File: src/sv/assert_macros.svh
// ---------------------------------------------------------------------------
// Assertion macros
// Clocked concurrent assertion helpers used by the RTL.
// ---------------------------------------------------------------------------
`ifndef ASSERT_MACROS_SVH
`define ASSERT_MACROS_SVH

// Checked at every rising edge, disabled while reset is asserted.
`define ASSERT_CLK(lbl, clk, rst_n, prop) \
    lbl: assert property (@(posedge clk) disable iff (!(rst_n)) (prop)) \
        else $error("assertion failed");

// Checked at every rising edge, reset included.
`define ASSERT_ALWAYS(lbl, clk, prop) \
    lbl: assert property (@(posedge clk) (prop)) \
        else $error("assertion failed");

`endif

File: src/sv/tcsm_pkg.sv
`timescale 1ns / 1ps
// ---------------------------------------------------------------------------
// TCP connection state machine package
// State, flag, event and command codes, result type and transition table.
// ---------------------------------------------------------------------------
package tcsm_pkg;

    typedef logic [3:0] t_state;
    typedef logic [7:0] t_flags;
    typedef logic [2:0] t_cmd;
    typedef logic [1:0] t_note;
    typedef logic [3:0] t_event;

    localparam t_state S_CLOSED     = 4'd0;
    localparam t_state S_SYN_SENT   = 4'd1;
    localparam t_state S_SYN_RCVD   = 4'd2;
    localparam t_state S_LISTEN     = 4'd3;
    localparam t_state S_ESTAB      = 4'd4;
    localparam t_state S_FIN_WAIT1  = 4'd5;
    localparam t_state S_FIN_WAIT2  = 4'd6;
    localparam t_state S_TIME_WAIT  = 4'd7;
    localparam t_state S_CLOSING    = 4'd8;
    localparam t_state S_CLOSE_WAIT = 4'd9;
    localparam t_state S_LAST_ACK   = 4'd10;

    localparam t_flags FL_NONE = 8'h00;
    localparam t_flags FL_FIN  = 8'h01;
    localparam t_flags FL_SYN  = 8'h02;
    localparam t_flags FL_RST  = 8'h04;
    localparam t_flags FL_ACK  = 8'h10;

    localparam t_note NOTE_NONE = 2'd0;
    localparam t_note NOTE_OK   = 2'd1;
    localparam t_note NOTE_EOF  = 2'd2;

    localparam t_cmd CMD_SEG     = 3'd0;
    localparam t_cmd CMD_AOPEN   = 3'd1;
    localparam t_cmd CMD_POPEN   = 3'd2;
    localparam t_cmd CMD_CLOSE   = 3'd3;
    localparam t_cmd CMD_TIMEOUT = 3'd4;
    localparam t_cmd CMD_ABORT   = 3'd5;
    // unused codes, ignored with the state held
    localparam t_cmd CMD_SPARE0  = 3'd6;
    localparam t_cmd CMD_SPARE1  = 3'd7;

    localparam t_event EV_ACK     = 4'd0;
    localparam t_event EV_SYN     = 4'd1;
    localparam t_event EV_FIN     = 4'd2;
    localparam t_event EV_RST     = 4'd3;
    localparam t_event EV_SYNACK  = 4'd4;
    localparam t_event EV_FINACK  = 4'd5;
    localparam t_event EV_NONE    = 4'd6;
    localparam t_event EV_BAD     = 4'd7;
    localparam t_event EV_AOPEN   = 4'd8;
    localparam t_event EV_POPEN   = 4'd9;
    localparam t_event EV_CLOSE   = 4'd10;
    localparam t_event EV_TIMEOUT = 4'd11;

    typedef struct packed {
        t_state next_state;
        t_flags send_flags;
        t_note  close_notice;
        logic   connected;
        logic   listening;
        logic   failed;
    } t_result;

    typedef struct packed {
        logic    hit;
        t_result res;
    } t_move;

    function automatic t_event classify(input t_flags f);
        t_event ev;
        case (f)
            FL_ACK:          ev = EV_ACK;
            FL_SYN:          ev = EV_SYN;
            FL_FIN:          ev = EV_FIN;
            FL_RST:          ev = EV_RST;
            FL_SYN | FL_ACK: ev = EV_SYNACK;
            FL_FIN | FL_ACK: ev = EV_FINACK;
            FL_NONE:         ev = EV_NONE;
            default:         ev = EV_BAD;
        endcase
        return ev;
    endfunction

    function automatic t_event cmd_event(input t_cmd c);
        t_event ev;
        case (c)
            CMD_AOPEN:   ev = EV_AOPEN;
            CMD_POPEN:   ev = EV_POPEN;
            CMD_CLOSE:   ev = EV_CLOSE;
            CMD_TIMEOUT: ev = EV_TIMEOUT;
            default:     ev = EV_BAD;
        endcase
        return ev;
    endfunction

    function automatic t_move mv(input t_state nxt, input t_flags snd, input t_note note);
        t_move m;
        m = '0;
        m.hit = 1'b1;
        m.res.next_state = nxt;
        m.res.send_flags = snd;
        m.res.close_notice = note;
        return m;
    endfunction

    // Table lookup; hit is low when the pair has no entry.
    function automatic t_move lookup(input t_state st, input t_event ev);
        t_move m;
        m = '0;
        case (st)
            S_CLOSED: begin
                if (ev == EV_AOPEN) m = mv(S_SYN_SENT, FL_SYN, NOTE_NONE);
                else if (ev == EV_POPEN) begin
                    m = mv(S_LISTEN, FL_NONE, NOTE_NONE);
                    m.res.listening = 1'b1;
                end
            end
            S_SYN_SENT: begin
                if (ev == EV_CLOSE) m = mv(S_CLOSED, FL_NONE, NOTE_NONE);
                else if (ev == EV_SYN) m = mv(S_SYN_RCVD, FL_ACK, NOTE_NONE);
                else if (ev == EV_SYNACK) begin
                    m = mv(S_ESTAB, FL_ACK, NOTE_NONE);
                    m.res.connected = 1'b1;
                end
            end
            S_LISTEN: begin
                if (ev == EV_CLOSE) m = mv(S_CLOSED, FL_NONE, NOTE_OK);
                else if (ev == EV_SYN) m = mv(S_SYN_RCVD, FL_SYN | FL_ACK, NOTE_NONE);
            end
            S_SYN_RCVD: begin
                if (ev == EV_ACK) m = mv(S_ESTAB, FL_NONE, NOTE_NONE);
            end
            S_ESTAB: begin
                if (ev == EV_CLOSE) m = mv(S_FIN_WAIT1, FL_FIN, NOTE_NONE);
                else if (ev == EV_FIN) m = mv(S_CLOSE_WAIT, FL_ACK, NOTE_NONE);
                else if (ev == EV_NONE || ev == EV_ACK) m = mv(S_ESTAB, FL_NONE, NOTE_NONE);
            end
            S_FIN_WAIT1: begin
                if (ev == EV_FIN) m = mv(S_CLOSING, FL_ACK, NOTE_NONE);
                else if (ev == EV_FINACK) m = mv(S_TIME_WAIT, FL_ACK, NOTE_NONE);
                else if (ev == EV_ACK) m = mv(S_FIN_WAIT2, FL_NONE, NOTE_OK);
                else if (ev == EV_NONE) m = mv(S_FIN_WAIT1, FL_NONE, NOTE_NONE);
            end
            S_FIN_WAIT2: begin
                if (ev == EV_FIN) m = mv(S_TIME_WAIT, FL_ACK, NOTE_NONE);
                else if (ev == EV_NONE) m = mv(S_FIN_WAIT2, FL_NONE, NOTE_NONE);
            end
            S_CLOSE_WAIT: begin
                if (ev == EV_CLOSE) m = mv(S_LAST_ACK, FL_FIN, NOTE_NONE);
                else if (ev == EV_ACK) m = mv(S_CLOSE_WAIT, FL_NONE, NOTE_NONE);
            end
            S_CLOSING: begin
                if (ev == EV_ACK) m = mv(S_TIME_WAIT, FL_NONE, NOTE_NONE);
            end
            S_TIME_WAIT: begin
                if (ev == EV_TIMEOUT) m = mv(S_CLOSED, FL_NONE, NOTE_EOF);
            end
            S_LAST_ACK: begin
                if (ev == EV_ACK) m = mv(S_CLOSED, FL_NONE, NOTE_OK);
            end
            default: m = '0;
        endcase
        return m;
    endfunction

endpackage

File: src/sv/tcsm_cmd_if.sv
`timescale 1ns / 1ps
// ---------------------------------------------------------------------------
// TCP state machine event channel
// Valid/ready channel carrying one command and received flag byte.
// ---------------------------------------------------------------------------
interface tcsm_cmd_if import tcsm_pkg::*; ();
    logic   valid;
    logic   ready;
    t_cmd   cmd;
    t_flags seg_flags;

    modport source (output valid, output cmd, output seg_flags, input ready);
    modport sink   (input valid, input cmd, input seg_flags, output ready);
endinterface

File: src/sv/tcsm_res_if.sv
`timescale 1ns / 1ps
// ---------------------------------------------------------------------------
// TCP state machine result channel
// Valid/ready channel carrying one transition result.
// ---------------------------------------------------------------------------
interface tcsm_res_if import tcsm_pkg::*; ();
    logic   valid;
    logic   ready;
    t_state next_state;
    t_flags send_flags;
    t_note  close_notice;
    logic   connected;
    logic   listening;
    logic   failed;

    modport source (output valid, output next_state, output send_flags,
                    output close_notice, output connected, output listening,
                    output failed, input ready);
    modport sink   (input valid, input next_state, input send_flags,
                    input close_notice, input connected, input listening,
                    input failed, output ready);
endinterface

File: src/sv/tcp_connection_state_machine_core.sv
`timescale 1ns / 1ps
// ---------------------------------------------------------------------------
// TCP connection state machine core
// Tracks one connection through the eleven TCP states, one event per transfer.
// ---------------------------------------------------------------------------
//  channel  | dir | handshake       | payload
//  i_cmd    | in  | valid/ready     | cmd, seg_flags
//  o_res    | out | valid/ready     | next_state, send_flags, close_notice,
//           |     |                 | connected, listening, failed
//  cfg      | in  | i_cfg_wr_en     | i_cfg_wr_data (start_in_listen)
//
// One event per cycle sustained while the output does not stall. Each event
// is looked up from the input register and its result registered for output.
// Reset is synchronous: state returns to CLOSED, both stages empty.
// A stalled output holds its result and the input register holds one more
// event; input ready drops only while both are full and the output stalls.
// ---------------------------------------------------------------------------
`include "assert_macros.svh"

module tcp_connection_state_machine_core import tcsm_pkg::*; (
    input  logic       i_clk,
    input  logic       i_rst_n,
    input  logic       i_cfg_wr_en,
    input  logic       i_cfg_wr_data,
    tcsm_cmd_if.sink   i_cmd,
    tcsm_res_if.source o_res
);

    logic    r_in_valid;
    t_cmd    r_cmd;
    t_flags  r_flags;
    logic    r_out_valid;
    t_result r_res;
    t_state  r_state;

    t_result n_res;
    t_state  n_state;
    t_move   w_move;
    t_event  w_event;
    logic    w_adv;
    logic    w_step;

    assign w_adv  = !r_out_valid || o_res.ready;
    assign w_step = r_in_valid && w_adv;
    assign i_cmd.ready = !r_in_valid || w_adv;

    always_comb begin
        w_event = (r_cmd == CMD_SEG) ? classify(r_flags) : cmd_event(r_cmd);
        w_move  = lookup(r_state, w_event);
        n_res   = '0;
        n_res.next_state = r_state;
        if (r_cmd == CMD_ABORT) begin
            n_res.next_state = S_CLOSED;
        end else if (r_cmd inside {[CMD_SEG:CMD_TIMEOUT]}) begin
            if (w_move.hit) begin
                n_res = w_move.res;
            end else begin
                // no entry: reset the peer and drop to CLOSED
                n_res.next_state = S_CLOSED;
                n_res.send_flags = FL_RST;
                n_res.failed     = 1'b1;
            end
        end
        n_state = i_cfg_wr_en ? (i_cfg_wr_data ? S_LISTEN : S_CLOSED) : n_res.next_state;
    end

    always_ff @(posedge i_clk) begin
        if (!i_rst_n) begin
            r_in_valid  <= 1'b0;
            r_out_valid <= 1'b0;
            r_state     <= S_CLOSED;
        end else begin
            if (i_cmd.ready) r_in_valid <= i_cmd.valid;
            if (w_adv) r_out_valid <= r_in_valid;
            if (i_cfg_wr_en || w_step) r_state <= n_state;
        end
    end

    always_ff @(posedge i_clk) begin
        if (i_cmd.valid && i_cmd.ready) begin
            r_cmd   <= i_cmd.cmd;
            r_flags <= i_cmd.seg_flags;
        end
        if (w_step) r_res <= n_res;
    end

    assign o_res.valid        = r_out_valid;
    assign o_res.next_state   = r_res.next_state;
    assign o_res.send_flags   = r_res.send_flags;
    assign o_res.close_notice = r_res.close_notice;
    assign o_res.connected    = r_res.connected;
    assign o_res.listening    = r_res.listening;
    assign o_res.failed       = r_res.failed;

    `ASSERT_CLK(a_state_follows_result, i_clk, i_rst_n,
        (w_step && !i_cfg_wr_en) |=> (r_state == r_res.next_state))
    `ASSERT_CLK(a_fail_sends_rst, i_clk, i_rst_n,
        (o_res.valid && o_res.failed) |->
        (o_res.next_state == S_CLOSED && o_res.send_flags == FL_RST))
    `ASSERT_CLK(a_connect_is_estab, i_clk, i_rst_n,
        (o_res.valid && o_res.connected) |-> (o_res.next_state == S_ESTAB && !o_res.failed))
    `ASSERT_CLK(a_held_input_stable, i_clk, i_rst_n,
        (r_in_valid && !w_adv) |=> (r_in_valid && $stable(r_cmd) && $stable(r_flags)))

endmodule
File: src/flat_wrapper.sv
// flat-port wrapper written by rule: the top's interface ports become plain ports
module tcp_connection_state_machine_core_flat import tcsm_pkg::*;
  (i_clk, i_rst_n, i_cfg_wr_en, i_cfg_wr_data, i_cmd_valid, i_cmd_cmd, i_cmd_seg_flags, i_cmd_ready, o_res_valid, o_res_next_state, o_res_send_flags, o_res_close_notice, o_res_connected, o_res_listening, o_res_failed, o_res_ready);
  tcsm_cmd_if i_cmd_i ();
  tcsm_res_if o_res_i ();
  input  logic i_clk;
  input  logic i_rst_n;
  input  logic i_cfg_wr_en;
  input  logic i_cfg_wr_data;
  input wire logic [$bits(i_cmd_i.valid)-1:0] i_cmd_valid;
  input wire logic [$bits(i_cmd_i.cmd)-1:0] i_cmd_cmd;
  input wire logic [$bits(i_cmd_i.seg_flags)-1:0] i_cmd_seg_flags;
  output wire logic [$bits(i_cmd_i.ready)-1:0] i_cmd_ready;
  output wire logic [$bits(o_res_i.valid)-1:0] o_res_valid;
  output wire logic [$bits(o_res_i.next_state)-1:0] o_res_next_state;
  output wire logic [$bits(o_res_i.send_flags)-1:0] o_res_send_flags;
  output wire logic [$bits(o_res_i.close_notice)-1:0] o_res_close_notice;
  output wire logic [$bits(o_res_i.connected)-1:0] o_res_connected;
  output wire logic [$bits(o_res_i.listening)-1:0] o_res_listening;
  output wire logic [$bits(o_res_i.failed)-1:0] o_res_failed;
  input wire logic [$bits(o_res_i.ready)-1:0] o_res_ready;
  assign i_cmd_i.valid = i_cmd_valid;
  assign i_cmd_i.cmd = i_cmd_cmd;
  assign i_cmd_i.seg_flags = i_cmd_seg_flags;
  assign i_cmd_ready = i_cmd_i.ready;
  assign o_res_valid = o_res_i.valid;
  assign o_res_next_state = o_res_i.next_state;
  assign o_res_send_flags = o_res_i.send_flags;
  assign o_res_close_notice = o_res_i.close_notice;
  assign o_res_connected = o_res_i.connected;
  assign o_res_listening = o_res_i.listening;
  assign o_res_failed = o_res_i.failed;
  assign o_res_i.ready = o_res_ready;
  tcp_connection_state_machine_core u_core (.i_clk(i_clk), .i_rst_n(i_rst_n), .i_cfg_wr_en(i_cfg_wr_en), .i_cfg_wr_data(i_cfg_wr_data), .i_cmd(i_cmd_i), .o_res(o_res_i));
endmodule
File: config.mk
export PLATFORM = sky130hd
export DESIGN_NAME = tcp_connection_state_machine_core_flat
export DESIGN_NICKNAME = d
export VERILOG_FILES = /design/src/sv/tcsm_pkg.sv /design/src/sv/tcsm_cmd_if.sv /design/src/sv/tcsm_res_if.sv /design/src/sv/tcp_connection_state_machine_core.sv /design/src/flat_wrapper.sv
export VERILOG_INCLUDE_DIRS = /design/src /design/src/sv
export SDC_FILE = /design/constraint.sdc
export NUM_CORES = 1
export LEC_CHECK = 0
export BUFFER_PORTS_ARGS = -buffer_cell sky130_fd_sc_hd__clkbuf_2
export CAP_MARGIN = 10
export CELL_PAD_IN_SITES_DETAIL_PLACEMENT = 0
export CELL_PAD_IN_SITES_GLOBAL_PLACEMENT = 1
export CORE_ASPECT_RATIO = 1.1
export CORE_MARGIN = 2
export CORE_UTILIZATION = 38
export CTS_CLUSTER_SIZE = 28
export DETAILED_ROUTE_END_ITERATION = 8
export PLACE_DENSITY_LB_ADDON = 0.1
export SETUP_SLACK_MARGIN = 0.5
export SYNTH_ARGS = -nofsm -noshare
export SYNTH_HDL_FRONTEND = slang
export SYNTH_SLANG_ARGS = --single-unit
File: constraint.sdc
create_clock -name i_clk -period 2.35 [get_ports i_clk]
set_input_delay 0.47 -clock i_clk [delete_from_list [all_inputs] [get_ports i_clk]]
set_output_delay 0.47 -clock i_clk [all_outputs]
set_load 0.02 [all_outputs]
=== After elaboration in Yosys (flattened, before gate mapping) ===
Index checks and enable logic that the tools add are counted.

* Memory bits (writable): 0
* Bits in registers: 34
* Memories: 0
* Word-level logic and storage cells: 94
* Bits in read-only memories: 0
* Input bits: 17
* Output and inout port bits: 19
* Latch bits: 0

* Mux-type cells: 33
* Div/mod/pow operators: 0
* Equal/unequal tests: 30
* Add/subtract/negate cells: 0
* Shift operators: 0
* Magnitude comparators: 2
* Reduce and logical (&&, ||, !) cells: 15
* Bitwise logic cells: 2
* Multipliers: 0

{| class="wikitable"
|+ Operators by type and width
! kind !! count
|-
| $mux 18 || 22
|-
| $pmux 18 s11 || 1
|-
| $eq 4x3->1 const B || 7
|-
| $eq 4x4->1 const B || 7
|-
| $eq 8x5->1 const B || 3
|-
| $pmux 3 s7 || 1
|-
| $mux 17 || 1
|-
| $mux 4 || 4
|-
| $pmux 4 s4 || 1
|-
| $eq 4x2->1 const B || 3
|-
| $mux 12 || 1
|-
| $eq 4x1->1 const B || 2
|-
| $eq 8x1->1 const B || 1
|-
| $eq 8x2->1 const B || 1
|-
| $eq 8x3->1 const B || 1
|-
| $logic_not 4->1 || 2
|-
| $logic_not 8->1 || 1
|-
| $eq 3x2->1 const B || 2
|-
| $eq 3x3->1 const B || 2
|-
| $logic_or 1x1->1 || 4
|-
| $eq 3x1->1 const B || 1
|-
| $ge 3x1->1 const B || 1
|-
| $le 3x3->1 const B || 1
|-
| $logic_and 1x1->1 || 3
|-
| 7 further kinds || 9
|}

=== Longest topological paths before layout ===
Gate-level depths: netlist of run 1.

* Word-level depth: 13
* Gate-level depth with buffers: 9
* Gate-level depth less buffers: 7

=== Worst setup path after synthesis of run 1 ===
OpenSTA, ideal clock, no wires.

* Path type: reg-to-reg
* Start: reg u_core.r_cmd[1]
* End: reg u_core.r_res, in the netlist u_core.o_res.failed (data pin)
* Data required time: 2,180 ps
* Clock period less this slack: 2,390 ps
* Arrival time: 2,220 ps
* Buffers on the path: 1
* Cell stages (with the launch flop): 8
* Slack: -40 ps
* Setup time: 170 ps
* Cells stage by stage: edfxtp_1 or3_1 buf_6 o41a_4 nand2_2 nor4_2 or4_4 nor4_2

* Cells in the longest elaborated chain, start to end: 10
* Elaborated cells on any way between the ends: 48
* Classes of those cells: order compare: 2; eq/ne: 14; mux: 26; bitwise: 1; reduce/logical: 5

{| class="wikitable"
|+ RTL lines
! what !! line !! text
|-
| start: declaration || tcp_connection_state_machine_core.sv:30 || <nowiki>t_cmd r_cmd;</nowiki>
|-
| start signal: assignment || tcp_connection_state_machine_core.sv:81 || <nowiki>r_cmd <= i_cmd.cmd;</nowiki>
|-
| $eq 3x3->1 (tied with other cells) || tcsm_pkg.sv:90 || <nowiki>case (c)</nowiki>
|-
| $pmux 4 s4 || tcsm_pkg.sv:90 ||
|-
| $mux 4 || tcp_connection_state_machine_core.sv:48 || <nowiki>w_event = (r_cmd == CMD_SEG) ? classify(r_flags) : cmd_event(r_cmd);</nowiki>
|-
| $eq 4x3->1 or $logic_not 4->1 (tied branches) || - ||
|-
| $mux 18 or $logic_or 1x1->1 (tied branches) || tcsm_pkg.sv:146, tcsm_pkg.sv:140 ||
|-
| $mux 18 (on tied branches) || tcsm_pkg.sv:145, tcsm_pkg.sv:140 ||
|-
| $mux 18 (on tied branches) || tcsm_pkg.sv:144, tcsm_pkg.sv:139 ||
|-
| $mux 18 (on tied branches) || tcsm_pkg.sv:143, tcsm_pkg.sv:138 ||
|-
| $pmux 18 s11 || tcsm_pkg.sv:114 || <nowiki>case (st)</nowiki>
|-
| $mux 1 || tcp_connection_state_machine_core.sv:55 || <nowiki>if (w_move.hit) begin</nowiki>
|-
| end signal: assignment || tcp_connection_state_machine_core.sv:84 || <nowiki>if (w_step) r_res <= n_res;</nowiki>
|-
| end: declaration || tcp_connection_state_machine_core.sv:33 || <nowiki>t_result r_res;</nowiki>
|}

Several ways; a longest one is shown, not always the timed one.
A chain may end at the register's enable or synchronous reset.

=== Worst setup path after layout of run 1 ===
* Start: reg u_core.r_flags[1]
* End: reg u_core.r_res, in the netlist u_core.o_res.failed (data pin)

* Cells in the longest elaborated chain, start to end: 10
* Elaborated cells on any way between the ends: 44
* Classes of those cells: eq/ne: 15; mux: 26; reduce/logical: 3

{| class="wikitable"
|+ RTL lines
! what !! line !! text
|-
| start: declaration || tcp_connection_state_machine_core.sv:31 || <nowiki>t_flags r_flags;</nowiki>
|-
| start signal: assignment || tcp_connection_state_machine_core.sv:82 || <nowiki>r_flags <= i_cmd.seg_flags;</nowiki>
|-
| $eq 8x5->1 (tied with other cells) || tcsm_pkg.sv:75 || <nowiki>case (f)</nowiki>
|-
| $pmux 3 s7 (*) || tcsm_pkg.sv:75 ||
|-
| $mux 4 (*) || tcp_connection_state_machine_core.sv:48 ||
|-
| $eq 4x3->1 or $logic_not 4->1 (tied branches) || - ||
|-
| $mux 18 or $logic_or 1x1->1 (tied branches) || tcsm_pkg.sv:146, tcsm_pkg.sv:140 ||
|-
| $mux 18 (on tied branches) || tcsm_pkg.sv:145, tcsm_pkg.sv:140 ||
|-
| $mux 18 (on tied branches) || tcsm_pkg.sv:144, tcsm_pkg.sv:139 ||
|-
| $mux 18 (on tied branches) || tcsm_pkg.sv:143, tcsm_pkg.sv:138 ||
|-
| $pmux 18 s11 (*) || tcsm_pkg.sv:114 ||
|-
| $mux 1 (*) || tcp_connection_state_machine_core.sv:55 ||
|}

Every way passes the cells marked *; elsewhere a longest branch is shown, timed or not.

==> results of run 1 <==
[flip-flops by register name, summed over array words and instances (netlist names)]
| signal | count |
|---|---|
| u_core.o_res.valid | 1 |
| u_core.r_flags | 8 |
| u_core.o_res.failed | 1 |
| u_core.r_state | 4 |
| u_core.o_res.send_flags | 3 |
| u_core.r_cmd | 3 |
| u_core.o_res.close_notice | 2 |
| u_core.o_res.connected | 1 |
| u_core.r_in_valid | 1 |
| u_core.o_res.listening | 1 |
| u_core.o_res.next_state | 4 |
[where the power goes]
group / internal (µW) / leakage, µW / switching [µW]
Clock: 205 / 0.0000450 / 196
Combinational: 134 / 0.000825 / 164
Sequential: 584 / 0.000265 / 16.8
Total: 923 / 0.00114 / 377
[through the flow]
step	setup TNS, ns	total power, µW	hold slack [ns]	setup WS (ns)	instance area (µm²)
3_3_place_gp	-1.161	851.6	0.4934	-0.3132	2405
6_report	-0.7707	1299	0.3585	-0.1283	2810
2_1_floorplan	0	757.2	0.4855	0.01491	1938
4_1_cts	-0.4896	1281	0.3520	-0.07846	2686
5_1_grt	-1.659	1353	0.3465	-0.2298	2810
3_5_place_dp	-1.502	855.1	0.5127	-0.3103	2405
[logic make-up after synthesis]
logic type	after synthesis	synth area share, %
buf+inv	20	5.746
xor+xnor	2	0.9578
mux	2	1.231
other cells	1	0.2050
flops	29	44.32
simple gates	92	27.91
compound gates	46	19.63
[metal layers]
| layer | up-vias | track usage [%] | share of wire, % |
|---|---|---|---|
| met2 | 76 | 38.29 | 54 |
| li1 | 888 | - | - |
| met3 | 14 | 4.336 | 6.0 |
| met1 | 891 | 22.97 | 38 |
| met4 | 0 | 7.500 | 2.2 |
| met5 | - | 0 | 0 |
[what timing repair did]
action / CTS / global route
hold buffers: 0 / 0
gates resized for setup: 23 / 21
setup buffers: 7 / 4
pin swaps: 7 / 21
setup endpoints to repair: 15 / 15
[worst max-delay path: stages (launching register included)]
cell and delay, ns:
edfxtp_1 0.49, or4b_4 0.59, o311ai_4 0.12, buf_6 0.16
nand2_1 0.13, a2111oi_1 0.50, or4_4 0.21, nor4_2 0.04
[worst min path at each step]
stage | end | start | cells past startpoint
floorplan | u_core.o_res.valid | u_core.r_in_valid | 1
global placement | u_core.o_res.valid | u_core.r_in_valid | 1
detailed placement | u_core.o_res.valid | u_core.r_in_valid | 1
CTS | u_core.r_cmd[1] | i_cmd_cmd[1] | 1
global route | u_core.r_flags[2] | i_cmd_seg_flags[2] | 1
finish | u_core.r_flags[4] | i_cmd_seg_flags[4] | 1
[final cells by class]
cell class / instances / share of cell area (%)
multi-input cells: 146 / 43.28
flip-flops and latches: 29 / 28.90
repair buffers: 86 / 21.59
clock buffers: 6 / 2.582
well taps: 56 / 2.493
inverters: 6 / 0.8014
clock inverters: 2 / 0.3562
[synthesized netlist by cell type (2+ instances only)]
library cell	instances	area (µm²)
buf_4	5	37.54
xnor2_1	2	17.52
o211ai_1	2	15.01
or2_2	5	31.28
or4b_1	2	20.02
a31o_2	2	17.52
or3_1	5	31.28
dfxtp_1	6	120.1
nand2b_1	5	31.28
clkbuf_1	5	18.77
o21ai_0	9	45.04
nand4_1	3	18.77
and2_1	2	12.51
nor2_1	19	71.32
nand2_1	14	52.55
nor4_2	2	25.02
edfxtp_1	23	690.7
buf_2	3	15.01
o21a_1	3	22.52
o22ai_1	2	12.51
nor2b_1	6	37.54
nand3_1	7	35.03
inv_1	6	22.52
mux2_2	2	22.52
a21oi_1	7	35.03
a21o_1	2	15.01
o41ai_1	2	17.52
nor3_1	6	30.03
o311ai_1	2	17.52
nor4_1	8	50.05
==> metrics, run 1 <==
Post-Synthesis Cell Area=1829 µm²; reg-to-reg slack, setup=-0.13 ns; Max clock buf depth=2; Yosys reg bits=29; TritonRoute pass-1 iters=4; routability-driven placement congestion ratio=0.9627; Final HPWL DP=4105 µm; Worst Hold Class=input pin to register; Die X=70.15 µm; number of synthesized flops with an enable pin=23; fin nets=291; Ys Warns=0; Critical Path RT=2.40 ns; Starting DRT DRC Count=149; n_diodes=0; outcome=finished with violations; routed vias/inst=5.647; Synth Instances=192; part of the cycle the worst path needs=105.5%; detailed-route via count=1869; Slew HR=65.85%; Async SR Flop Fraction=0%; H-tree depth=2; Total Wirelength=5562 µm; post-synthesis sequential area ratio=44.32%; Initial Util=39.32%; max-cap viol count=0; largest net degree at the start of global routing=14; clock root cell=clkbuf_8; Fin. Hold Viols=0; area taken by multi-input logic gates=1216 µm²; GRT overflow=0; number of remaining DRC errors=0; Finished Core Util=60.41%; antenna violations before repair=0; Yosys cell types=55; vias in the first global route=1823; # placed instances=312; clock sink count=29; boundary pin count=36; Antenna Violating Nets Remaining=0; Max Fanout on Critical Path=6; Setup CP Type=register to register; register area=~810 µm²; share of cells above drive strength 1=53.09%; Data arrival, critical path=2.53 ns; final cell count without fillers=331; critical path capture point=u_core.o_res.failed; die area=5385 µm²; first-pass GRT wire length=8666 µm; crit start category=register; Critical Path Start=u_core.r_flags[1]; most common cell after layout, fill and taps aside=buf_4; area grow syn2layout=53.63%; Worst R2R Start=u_core.r_flags[1]; clock skew=approximately 0.0051 ns; Slew Limit Fails=0; Clk Latency, worst-skew pair=0.29 ns; min cycle time layout=2.478 ns; RSZ-0062 raised after global routing=true; CTS tree=yes; # port buffers=31; CP endpoint kind=register; ys flop type=edfxtp_1; RR Endpoint=u_core.o_res.failed; final setup margin=-0.1283 ns; fill cell count=407; Die Span Y=76.77 µm; number of placement rows=26; Worst R2R Path Depth=7; peak supply drop=0.0002960 V; fmax=403.5 MHz; core area=4652 µm²; clock slew at reported path FFs=0.06 ns; violated checks=negative setup slack; most frequent cells in the layout=47 x buf_4, 31 x clkbuf_2, 23 x edfxtp_1, 16 x nor2_1, 14 x nand2_1; leakage power=0.001135 µW; Total GRT Usage=roughly 21%; synthesized area per cell=~9.5 µm²; slew at the pin closest to its max-slew limit=~0.51 ns; pwr dens=462.4 nW/µm²; total CTS buffers=5; DR WL/cell=16.80 µm; Final Setup Violations=9
Note: power is estimated with default switching activity, not from simulation.
==> run 2: changes to the inputs <==
--- a/config.mk
+++ b/config.mk
@@ -6,7 +6,7 @@
 export SDC_FILE = /design/constraint.sdc
 export NUM_CORES = 1
 export LEC_CHECK = 0
-export BUFFER_PORTS_ARGS = -buffer_cell sky130_fd_sc_hd__clkbuf_2
+export BUFFER_PORTS_ARGS = -buffer_cell sky130_fd_sc_hd__buf_2
 export CAP_MARGIN = 10
 export CELL_PAD_IN_SITES_DETAIL_PLACEMENT = 0
 export CELL_PAD_IN_SITES_GLOBAL_PLACEMENT = 1
==> run 2 against run 1 <==
The flow still finishes with violations (negative setup slack). Routed wire length increased by 4.2%. Via count grew 1.7%. Setup slack got worse by 0.030 ns. Hold slack got worse by 0.0029 ns. Die area unchanged.
==> metrics, run 2 (synthesized netlist as in run 1, its figures left out) <==
max FFs per register=8 (unchanged); outcome=finished with violations; first-pass GRT wire length=8859 µm (+2.2%); final cell count without fillers=339 (+2.4%); Setup TNS Final=-1.048 ns (-0.2777 ns); TritonRoute pass-1 iters=4 (unchanged); # placed instances=310 (-0.64%); Worst R2R Path Depth=10 (+3); Die X=70.15 µm (unchanged); clock root cell=clkbuf_8; GRT overflow=0 (unchanged); Die Span Y=76.77 µm (unchanged); DR WL/cell=17.10 µm (+1.8%); Worst Hold Class=input pin to register; total CTS buffers=5 (unchanged); min cycle time layout=2.508 ns (+0.02953 ns); max-cap viol count=0 (unchanged); Slew Limit Fails=0 (unchanged); area taken by multi-input logic gates=1249 µm² (+2.7%); Antenna Violating Nets Remaining=0 (unchanged); clock sink count=29 (unchanged); Starting DRT DRC Count=224 (+50%); H-tree depth=2 (unchanged); peak supply drop=0.0002653 V (-10%); area grow syn2layout=59.03%; most common cell after layout, fill and taps aside=buf_4; dpl ws=-0.2505 ns (+0.05984 ns); RSZ-0062 raised after global routing=true; part of the cycle the worst path needs=106.7% (+1.3 points); fin nets=299 (+2.7%); Initial Util=39.32% (unchanged); Largest Register=u_core.r_flags; n_diodes=0 (unchanged); detailed-route via count=1901 (+1.7%); fmax=398.8 MHz (-1.2%); CP endpoint kind=register; slew at the pin closest to its max-slew limit=0.4895 ns (-0.01933 ns); largest net degree at the start of global routing=14 (unchanged); Worst R2R Start=u_core.r_flags[4]; Setup CP Type=register to register; leakage power=0.001163 µW (+2.5%); vias in the first global route=1893 (+3.8%); Max Fanout on Critical Path=5 (-1); Data arrival, critical path=2.66 ns (+0.13 ns); routed vias/inst=5.608 (-0.69%); # port buffers=31 (unchanged); clock slew at reported path FFs=0.06 ns (about the same); die area=5385 µm² (unchanged); cell depth of the worst hold path=1 (unchanged); pwr dens=451.3 nW/µm² (-2.4%); hold_sp=i_cmd_seg_flags[2]; share of cells above drive strength 1=55.12% (+2.0 points); number of placement rows=26 (unchanged); clock skew=0.008192 ns (+0.003099 ns); core area=4652 µm² (unchanged); Fin. Hold Viols=0 (unchanged); Slew HR=67.02% (+1.2 points); RR Endpoint=u_core.o_res.next_state[1]; Total Wirelength=5798 µm (+4.2%); Max clock buf depth=2 (unchanged); violated checks=negative setup slack; crit start category=register; Min-Delay Endpoint=u_core.r_flags[2]; antenna violations before repair=0 (unchanged); CTS tree=yes; Final HPWL DP=3884 µm (-5.4%); CTS Hold Bufs=0 (unchanged); Final Setup Violations=10 (+1); routability-driven placement congestion ratio=0.9872 (+2.5%); number of remaining DRC errors=0 (unchanged); final setup margin=-0.1578 ns (-0.02953 ns); reg-to-reg slack, setup=-0.16 ns (-0.03 ns); register area=812.0 µm² (unchanged); most frequent cells in the layout=51 x buf_4, 31 x buf_2, 23 x edfxtp_1, 17 x nor2_1, 14 x nand2_1; Total GRT Usage=21.05% (+0.39 points); Critical Path RT=2.50 ns (+0.10 ns); fill cell count=380 (-6.6%); Clk Latency, worst-skew pair=0.29 ns (about the same); boundary pin count=36 (unchanged)
==> run 2: cell count changes in the layout (fill, tap and decap cells not counted), sizes merged <==
cell    change
buf        +39
clkbuf     -31
==> run 2: area by class of cell <==
cell class / count / area share, %
flip-flops and latches: 29 / 27.91
well taps: 56 / 2.409
multi-input cells: 146 / 42.92
inverters: 6 / 0.7742
repair buffers: 94 / 23.14
clock inverters: 2 / 0.3441
clock buffers: 6 / 2.495
==> run 2: critical path: stages (launching register included) <==
cell and delay (ns):
edfxtp_1 0.47, mux2_4 0.36, buf_6 0.13, o21ai_0 0.40, nand3_4 0.13, or2_4 0.29, buf_6 0.14, o22ai_4 0.15
nor4_4 0.07, buf_4 0.15, nor2_1 0.08
==> run 2: through the flow <==
stage               hold WS (ns)  util, %  cell area [µm²]  total power [µW]
CTS                       0.3506    56.91             2648              1280
floorplan                 0.4855        -             1938             757.2
global placement          0.4946    51.37             2390             849.3
global route              0.3463    62.53             2909              1375
finish                    0.3556    62.53             2909              1313
detailed placement        0.5126    51.37             2390             852.7
==> run 2: worst max-delay path by stage <==
| stage | start | to | slack [ns] |
|---|---|---|---|
| 2_1_floorplan | u_core.r_cmd[2] | u_core.o_res.next_state[0] | 0.01 |
| 3_3_place_gp | u_core.r_flags[5] | u_core.o_res.next_state[1] | -0.28 |
| 3_5_place_dp | u_core.r_flags[5] | u_core.o_res.next_state[1] | -0.25 |
| 4_1_cts | u_core.r_flags[2] | u_core.o_res.next_state[1] | -0.09 |
| 5_1_grt | u_core.r_flags[2] | u_core.o_res.failed | -0.24 |
| 6_report | u_core.r_flags[4] | u_core.o_res.next_state[1] | -0.16 |
==> run 2: report_power, final <==
| part | internal [µW] | leakage [µW] | switching [µW] | total [µW] |
|---|---|---|---|---|
| Combinational | 140 | 0.000853 | 170 | 310 |
| Sequential | 584 | 0.000265 | 16.5 | 600 |
| Clock | 205 | 0.0000450 | 198 | 403 |
| Total | 928 | 0.00116 | 385 | 1310 |
==> run 2: what timing repair did <==
item | in CTS | in global routing
gates resized for setup | 22 | 34
endpoints found under the setup margin | 15 | 15
setup buffers | 10 | 11
pin swaps | 10 | 17
==> run 2: per-layer routing <==
metal / share of wire (%) / wire [µm] / vias to the layer above / global-route usage [%]
li1: - / - / 894 / -
met1: 37 / 2138 / 914 / 22.99
met2: 54 / 3128 / 68 / 37.05
met3: 5.1 / 296 / 25 / 5.125
met4: 4.1 / 235 / 0 / 11.54
met5: 0 / 0 / - / 0
